--- src/rtl/lbfp_pkg.sv ---
`default_nettype none

package lbfp_pkg;

  // opcodes of an input word
  localparam logic OP_APPEND = 1'b0;
  localparam logic OP_FLUSH  = 1'b1;

  // packet limits
  localparam int PACKET_CAPACITY = 64;
  localparam int MAX_FIELD_BITS  = 32;

  // the data path never takes more than 32 value bits
  localparam int FIELD_LIMIT = (MAX_FIELD_BITS < 32) ? MAX_FIELD_BITS : 32;

  localparam int ACC_W = 40;  // 7 held bits plus 32 value bits, rounded to bytes
  localparam int TOT_W = 6;   // 0..39 bits in the accumulator
  localparam int LEN_W = 7;

  typedef enum logic [2:0] {
    ST_IDLE  = 3'b001,
    ST_SHIFT = 3'b010,
    ST_FLUSH = 3'b100
  } state_t;

endpackage

`default_nettype wire

--- src/rtl/lsb_first_bit_field_packer.sv ---
`default_nettype none

// channel  ports                                                   direction
// in       in_valid in_stall in_opcode in_field_value in_field_width  input
// out      out_valid out_stall out_byte out_is_last                   output
//          out_packet_length out_overflowed
//
// an append loads the accumulator, then the byte shifter sends out each full byte
// (floor((held bits + width) / 8), up to 4), dropping it if the packet is full, and
// then closes; a zero-width append leaves the sequencer idle, and a flush emits the final byte.
// in_stall is high for every cycle after acceptance until the sequencer is idle.
// a word waiting in the output register under out_stall holds the shifter.
// rst_n is synchronous and clears the packet state and the output valid.

module lsb_first_bit_field_packer (
  input  wire logic        clk,
  input  wire logic        rst_n,
  input  wire logic        in_valid,
  output logic             in_stall,
  input  wire logic        in_opcode,
  input  wire logic [31:0] in_field_value,
  input  wire logic [5:0]  in_field_width,
  output logic             out_valid,
  input  wire logic        out_stall,
  output logic [7:0]       out_byte,
  output logic             out_is_last,
  output logic [6:0]       out_packet_length,
  output logic             out_overflowed
);

  localparam logic [lbfp_pkg::LEN_W-1:0] ROOM_LIMIT =
    lbfp_pkg::LEN_W'(lbfp_pkg::PACKET_CAPACITY - 1);
  localparam logic [5:0] WIDTH_LIMIT = 6'(lbfp_pkg::FIELD_LIMIT);

  lbfp_pkg::state_t state_r, state_nxt;

  logic [lbfp_pkg::ACC_W-1:0] acc_r, acc_nxt;
  logic [lbfp_pkg::TOT_W-1:0] total_r, total_nxt;
  logic [7:0]                 partial_r, partial_nxt;
  logic [2:0]                 bits_used_r, bits_used_nxt;
  logic [lbfp_pkg::LEN_W-1:0] emitted_r, emitted_nxt;
  logic                       ovf_r, ovf_nxt;

  logic       out_valid_r, out_valid_nxt;
  logic [7:0] out_byte_r, out_byte_nxt;
  logic       out_last_r, out_last_nxt;
  logic [6:0] out_len_r, out_len_nxt;
  logic       out_ovf_r, out_ovf_nxt;

  logic        in_take;
  logic        out_free;
  logic [5:0]  width_c;
  logic [31:0] mask_c;
  logic [31:0] value_c;
  logic        has_room;

  assign in_stall  = (state_r != lbfp_pkg::ST_IDLE);
  assign in_take   = in_valid && !in_stall;
  assign out_free  = !out_valid_r || !out_stall;
  assign has_room  = (emitted_r < ROOM_LIMIT);

  always_comb begin
    width_c = (in_field_width > WIDTH_LIMIT) ? WIDTH_LIMIT : in_field_width;
    if (width_c[5]) begin
      mask_c = 32'hffff_ffff;
    end else begin
      mask_c = (32'd1 << width_c[4:0]) - 32'd1;
    end
    value_c = in_field_value & mask_c;
  end

  always_comb begin
    state_nxt     = state_r;
    acc_nxt       = acc_r;
    total_nxt     = total_r;
    partial_nxt   = partial_r;
    bits_used_nxt = bits_used_r;
    emitted_nxt   = emitted_r;
    ovf_nxt       = ovf_r;
    out_valid_nxt = out_valid_r && out_stall;
    out_byte_nxt  = out_byte_r;
    out_last_nxt  = out_last_r;
    out_len_nxt   = out_len_r;
    out_ovf_nxt   = out_ovf_r;

    case (state_r)
      lbfp_pkg::ST_IDLE: begin
        if (in_take) begin
          if (in_opcode == lbfp_pkg::OP_FLUSH) begin
            state_nxt = lbfp_pkg::ST_FLUSH;
          end else if (width_c != 6'd0) begin
            // new bits go straight above the held ones
            acc_nxt   = {32'd0, partial_r} |
                        ({8'd0, value_c} << bits_used_r);
            total_nxt = {3'd0, bits_used_r} + width_c;
            state_nxt = lbfp_pkg::ST_SHIFT;
          end
        end
      end
      lbfp_pkg::ST_SHIFT: begin
        if (total_r >= 6'd8) begin
          if (!has_room) begin
            // full packet: the word is dropped
            ovf_nxt   = 1'b1;
            acc_nxt   = acc_r >> 8;
            total_nxt = total_r - 6'd8;
          end else if (out_free) begin
            out_valid_nxt = 1'b1;
            out_byte_nxt  = acc_r[7:0];
            out_last_nxt  = 1'b0;
            out_len_nxt   = 7'd0;
            out_ovf_nxt   = ovf_r;
            emitted_nxt   = emitted_r + 7'd1;
            acc_nxt       = acc_r >> 8;
            total_nxt     = total_r - 6'd8;
          end
        end else begin
          partial_nxt   = acc_r[7:0];
          bits_used_nxt = total_r[2:0];
          state_nxt     = lbfp_pkg::ST_IDLE;
        end
      end
      lbfp_pkg::ST_FLUSH: begin
        if (out_free) begin
          out_valid_nxt = 1'b1;
          out_byte_nxt  = partial_r;
          out_last_nxt  = 1'b1;
          out_len_nxt   = emitted_r + 7'd1;
          out_ovf_nxt   = ovf_r;
          partial_nxt   = 8'd0;
          bits_used_nxt = 3'd0;
          emitted_nxt   = 7'd0;
          ovf_nxt       = 1'b0;
          state_nxt     = lbfp_pkg::ST_IDLE;
        end
      end
      default: begin
        state_nxt = lbfp_pkg::ST_IDLE;
      end
    endcase
  end

  always_ff @(posedge clk) begin
    if (!rst_n) begin
      state_r     <= lbfp_pkg::ST_IDLE;
      partial_r   <= 8'd0;
      bits_used_r <= 3'd0;
      emitted_r   <= 7'd0;
      ovf_r       <= 1'b0;
      out_valid_r <= 1'b0;
    end else begin
      state_r     <= state_nxt;
      partial_r   <= partial_nxt;
      bits_used_r <= bits_used_nxt;
      emitted_r   <= emitted_nxt;
      ovf_r       <= ovf_nxt;
      out_valid_r <= out_valid_nxt;
    end
  end

  always_ff @(posedge clk) begin
    acc_r      <= acc_nxt;
    total_r    <= total_nxt;
    out_byte_r <= out_byte_nxt;
    out_last_r <= out_last_nxt;
    out_len_r  <= out_len_nxt;
    out_ovf_r  <= out_ovf_nxt;
  end

  assign out_valid         = out_valid_r;
  assign out_byte          = out_byte_r;
  assign out_is_last       = out_last_r;
  assign out_packet_length = out_len_r;
  assign out_overflowed    = out_ovf_r;

  a_room_bound: assert property (@(posedge clk) disable iff (!rst_n)
    emitted_r <= ROOM_LIMIT)
    else $error("emitted count beyond packet room");

  a_last_has_length: assert property (@(posedge clk) disable iff (!rst_n)
    out_valid_r && out_last_r |-> out_len_r != 7'd0)
    else $error("final word without packet length");

  a_mid_no_length: assert property (@(posedge clk) disable iff (!rst_n)
    out_valid_r && !out_last_r |-> out_len_r == 7'd0)
    else $error("packet length on a word that is not final");

  a_shift_closes: assert property (@(posedge clk) disable iff (!rst_n)
    state_r == lbfp_pkg::ST_SHIFT && total_r < 6'd8 |=> state_r == lbfp_pkg::ST_IDLE)
    else $error("shifter did not close with fewer than a word of bits");

  a_flush_clears: assert property (@(posedge clk) disable iff (!rst_n)
    state_r == lbfp_pkg::ST_FLUSH && out_free |=>
      emitted_r == 7'd0 && bits_used_r == 3'd0 && !ovf_r)
    else $error("flush left packet state behind");

endmodule

`default_nettype wire

--- config.mk ---
export PLATFORM = sky130hd
export DESIGN_NAME = lsb_first_bit_field_packer
export DESIGN_NICKNAME = d
export VERILOG_FILES = /design/src/rtl/lbfp_pkg.sv /design/src/rtl/lsb_first_bit_field_packer.sv
export SDC_FILE = /design/constraint.sdc
export NUM_CORES = 1
export LEC_CHECK = 0
export ABC_CLOCK_PERIOD_IN_PS = 7400
export BUFFER_PORTS_ARGS = -buffer_cell sky130_fd_sc_hd__buf_2
export CELL_PAD_IN_SITES_DETAIL_PLACEMENT = 1
export CELL_PAD_IN_SITES_GLOBAL_PLACEMENT = 1
export CORE_MARGIN = 2
export CORE_UTILIZATION = 48
export CTS_BUF_LIST = sky130_fd_sc_hd__clkbuf_8
export CTS_CLUSTER_SIZE = 10
export DETAILED_ROUTE_END_ITERATION = 16
export PLACE_DENSITY = 0.81
export SLEW_MARGIN = 15
export SYNTH_ARGS = -nofsm -noshare
export SYNTH_HDL_FRONTEND = slang
export SYNTH_SLANG_ARGS = --single-unit
export TNS_END_PERCENT = 1
--- constraint.sdc ---
create_clock -name clk -period 7.4 [get_ports clk]
set_input_delay 0 -clock clk [delete_from_list [all_inputs] [get_ports clk]]
set_output_delay 0 -clock clk [all_outputs]
set_load 0.01 [all_outputs]
======== Word-level counts from Yosys, hierarchy flattened ========
Index checks and enable logic that the tools add are counted.
cells by class
  reductions and logical operators ........ 15
  add/subtract/negate cells ............... 4
  order comparisons ....................... 3
  bitwise operators ....................... 2
  eq/ne operators ......................... 15
  muxes and demuxes ....................... 57
  shifts and indexed selects .............. 2
operator list
  operator               number
  $mux 40                6
  $pmux 40 s2            1
  $mux 8                 6
  $mux 6                 7
  $mux 7                 6
  $or 8x40->40           1
  $shl 32x3->40          1
  $and 32x32->32         1
  $mux 32                1
  $pmux 8 s2             2
  $shl 1x5->32 const A   1
  $sub 32x1->32 const B  1
  $pmux 7 s2             2
  $mux 3                 7
  $ne 2x2->1 const B     9
  $mux 1                 12
  $pmux 6 s2             1
  $pmux 3 s3             1
  $pmux 1 s2             4
  $reduce_and 4->1       2
  $add 7x1->7 const B    1
  $lt 7x6->1 const B     1
  $add 3x6->6            1
  $ge 6x4->1 const B     1
  16 further kinds       22
storage, ports and cells
  logic and storage cells ................. 110
  flip-flop bits (word level) ............. 86
  bits of input ports ..................... 43

======== Depth between registers and ports, before layout ========
  word-level depth ........................ 12
  depth in mapped cells ................... 14
  mapped depth without buffers ............ 10

======== Worst setup path before layout ========
OpenSTA, ideal clock, no wires.
  path type ............................... reg2reg
  start point ............................. register state_r[2]
  end point ............................... register acc_r[0] in the netlist's numbering (enable)
  slack ................................... 3,534 ps
  buffers on the path ..................... 3
  arrival time ............................ 3,411 ps
  period minus slack after synthesis ...... 3,866 ps
  cell stages (with the launch flop) ...... 6
  cell sequence ........................... dfxtp_1 > or3b_2 > clkbuf_1 > clkbuf_1 > clkbuf_1 > a21oi_1
on the way
  word-level cells in the longest chain between the ends .. 5
  elaborated cells on any way between the ends .. 12
  those cells by class .................... eq/ne (8); reduce/logical (4)
RTL lines
  element                         line                               RTL
  start: declaration              lsb_first_bit_field_packer.sv:35   lbfp_pkg::state_t state_r, state_nxt;
  start signal: assignment        lsb_first_bit_field_packer.sv:145  state_r <= lbfp_pkg::ST_IDLE;
  start signal: assignment        lsb_first_bit_field_packer.sv:152  state_r <= state_nxt;
  $ne 3x1->1                      lsb_first_bit_field_packer.sv:57   assign in_stall = (state_r != lbfp_pkg::ST_IDLE);
  $logic_not 1->1                 lsb_first_bit_field_packer.sv:58   assign in_take = in_valid && !in_stall;
  $logic_and 1x1->1               lsb_first_bit_field_packer.sv:58
  $ne 2x2->1 (no line)            n/a
  $reduce_and 6->1 (no line) (*)  n/a
  end signal: assignment          lsb_first_bit_field_packer.sv:162  acc_r <= acc_nxt;
  end: declaration                lsb_first_bit_field_packer.sv:37   logic [lbfp_pkg::ACC_W-1:0] acc_r, acc_nxt;
Mark *: on every way between the ends. The rest lies on a longest branch, timed or not.
A chain may end at the register's enable or synchronous reset.

======== Final worst setup path ========
  start point ............................. register bits_used_r[0]
  end point ............................... register acc_r[21] in the netlist's numbering (data pin)
on the way
  word-level cells in the longest chain between the ends .. 6
RTL lines
  element                   line                               RTL
  start: declaration        lsb_first_bit_field_packer.sv:40   logic [2:0] bits_used_r, bits_used_nxt;
  start signal: assignment  lsb_first_bit_field_packer.sv:154  bits_used_r <= bits_used_nxt;
  $shl 32x3->40             lsb_first_bit_field_packer.sv:94   ({8'd0, value_c} << bits_used_r);
  $or 8x40->40              lsb_first_bit_field_packer.sv:93   acc_nxt = {32'd0, partial_r} |
  $mux 40                   lsb_first_bit_field_packer.sv:91   end else if (width_c != 6'd0) begin
  $mux 40                   lsb_first_bit_field_packer.sv:89   if (in_opcode == lbfp_pkg::OP_FLUSH) begin
  $mux 40                   lsb_first_bit_field_packer.sv:88   if (in_take) begin
  $pmux 40 s2               lsb_first_bit_field_packer.sv:86   case (state_r)
  via acc_nxt (one bit)     lsb_first_bit_field_packer.sv:37
The timed path passes the listed nets, and every way through them passes these cells. The select of a mux whose other input is x is not followed.

==> impl_results.md <==
- Post-synth ARST share: 0%
- Clk_skew: between 0.01 and 0.015 ns
- GRT Total Usage: 27.93%
- Chip Height: 113.7 um
- Tcrit/Tclk final: between 40% and 50%
- TritonCTS clock tree: done
- Leakage: roughly 2.3 nW
- Post-DP HPWL: ~13 mm
- Max stage delay on crit path: 1.01 ns
- Area leader, netlist: edfxtp_1
- Critical Path RT: 7.53 ns
- Most common cell in the netlist: nand2_1
- Max VDD drop: approximately 120 uV
- Antenna Nets Post-Route: 0
- Synth Net Count: between 700 and 800
- Start of the worst register-to-register path: bits_used_r[0]
- Post-Syn Area: ~0.0058 mm2
- CP endpoint: acc_r[21]
- WP depth: 5
- Post-Synthesis Cells: 690
- CP Buf/Inv Count: 0
- Status: finished clean
- Minimum hold slack: approximately 0.082 ns
- # fillers: approximately 1.4k
- Critical Path Start: bits_used_r[0]
- 1st-pass router iterations: 5
- Initial DRC Count: 500
- Final Hold Fails: 0
- Max Cap Viol: 0
- Drt wl/cell: ~20 um
- PD cells: 168.5 mW/mm2
- Slew @ Worst Pin: 1.044 ns
- Port buffer count: between 60 and 70
- Core area: between 0.01 and 0.015 mm2
- Reg2reg end: acc_r[21]
- CTS buffer count: 9
- Sequential area share after synthesis: about two fifths
- Diode count: 0
- Worst-path fanout max: 57
- Seq cells post-synth: 85
- Post-CTS sizing: 0
- CTS HTree Levels: 3
- RSZ-0062 raised after global routing: no
- Multi-input gate area: roughly 0.0032 mm2
- Sequential cell area: between 0.002 and 0.0025 mm2
- WP data arrival: between 3 and 4 ns
- Number of synthesized flops with an enable pin: 62
- Slew Limit Fails: 0
- Slowest-stage cell, CP: dfxtp_2
- Syn. warnings: 0
- Max clock buf depth: 2
- DIE AREA: ~0.013 mm2
- Synth top area share: roughly 32%
- Kind of critical path: register to register
- Setup TNS: 0 ns
- Final WL: ~18 mm
- DR vias/cell: ~6.3
- Tmin final: 3.098 ns
- Global route overflow: 0
- Final GP Congestion: 0.9165
- Area contributors post-synth: edfxtp_1 32%, dfxtp_1 8.0%, nand2_1 6.8%, nor2_1 4.5%, a21oi_1 3.6%
- Synth cell types: 72
- Latest clock arrival within the worst-skew pair: roughly 0.37 ns
- Synth-to-Final Area Change: 9.201%
- Reg-to-reg slack, setup: 4.30 ns
- CTS Root Cell: clkbuf_8
- Vias in the first global route: ~5.5k
- Share of layout cells above drive strength 1: about an eighth
- Post-route DRC: 0
- Largest delay share family, worst path: simple AND/OR/NAND/NOR gates
- Largest net degree at the start of global routing: 58
- Slew HR: a little under a third
- # IOs: 62
- Initial antenna violation count: 0
- Worst R2R Path Depth: 5
- NumNets Final: between 700 and 800
- FP Rows: 40
- Clock sink count: 85
- Crit path cell chain: nand2b_1 -> nor3_1 -> nor2_1 -> mux4_2 -> mux2_2
- Worst Hold Class: primary input to register
- Worst Setup End Kind: register
- Initial Utilization: 48.72%
- CTS clk-pin slew, worst paths: around 0.08 ns
- Fmax: approximately 320 MHz
- Via count: about 5.5k
- Final Setup Violations: 0
- First-pass GRT wire length: around 28 mm
- Die width: between 100 and 150 um
- Syn Area/Cell: roughly 8.4 um2
- Synth top cells by count: 105 x nand2_1, 69 x nor2_1, 62 x edfxtp_1
- CP Launch Type: register
- Ys flop type: edfxtp_1
## registers in the layout (all words and copies together), names as in the netlist
register           cells
acc_r                 39
out_byte               8
partial_r              8
emitted_r              7
out_packet_length      7
total_r                6
bits_used_r            3
state_r                3
out_is_last            1
out_overflowed         1
out_valid              1
ovf_r                  1
## worst min-delay path by stage
stage               depth (start not counted)  slack [ns]             end      from
floorplan                                   2        0.15    emitted_r[3]     rst_n
global placement                            3        0.31      state_r[2]  in_valid
detailed placement                          3        0.34      state_r[2]  in_valid
CTS                                         2        0.06      state_r[0]     rst_n
global route                                2        0.09  bits_used_r[1]     rst_n
finish                                      2        0.08  bits_used_r[0]     rst_n
## repair_timing
item | 4_1_cts | 5_1_grt
setup endpoints to repair | 0 | 0
hold buffers | 4 | 0
endpoints found under the hold margin | 4 | 0
setup buffers | 0 | 0
## area by class of cell
cell class,instances,share of cell area (%)
Timing Repair Buffer,70,6.067
Inverter,16,0.9516
Clock buffer,9,1.963
Tap cell,147,2.914
Sequential cell,85,36.84
Clock inverter,7,0.5551
Multi-Input combinational cell,535,50.71
## placed cells by master (no fill, tap or decap), drive strengths merged, types with 9 or more instances in the layout
master	synthesis	final
a211oi	10	10
a21boi	15	15
a21oi	42	42
a31oi	12	12
and2	9	9
buf	18	66
clkbuf	36	9
dfxtp	23	23
edfxtp	62	62
inv	14	16
mux2i	13	13
nand2	105	105
nand2b	9	9
nand3	24	24
nor2	69	69
nor2b	9	9
nor3	14	14
o21ai	41	41
o22ai	22	22
## kinds of logic (layout without fill, tap and decap cells)
| logic type | count (synthesis) | in the layout | synth area share [%] |
|---|---|---|---|
| buf+inv | 70 | 102 | 4.720 |
| compound gates | 224 | 224 | 26.20 |
| simple gates | 277 | 277 | 22.30 |
| mux | 16 | 16 | 3.226 |
| flops | 85 | 85 | 40.18 |
| xor+xnor | 10 | 10 | 1.516 |
| fa+ha+maj | 8 | 8 | 1.862 |
## power breakdown
group | total, mW | internal, mW | switching, mW
clock | 0.286 | 0.117 | 0.169
combinational | 0.207 | 0.0728 | 0.134
sequential | 0.571 | 0.556 | 0.0148
total | 1.06 | 0.745 | 0.318
## metal layers
metal  track usage [%]  wire [um]
met2             48.62       8717
met5                 0          0
met4             14.80        802
met1             33.75       7385
met3             3.613        728
## stage by stage
step	setup slack, ns	instance area [um2]	power [mW]	instances	utilization (%)
global route	4.052	6311	1.106	869	53.21
finish	4.302	6311	1.064	869	53.21
detailed placement	4.060	6112	0.7844	849	51.53
floorplan	3.534	5779	0.7156	690	-
global placement	4.190	6112	0.7756	849	51.53
CTS	4.348	6311	1.068	869	53.21
Note: power is estimated with default switching activity, not from simulation.
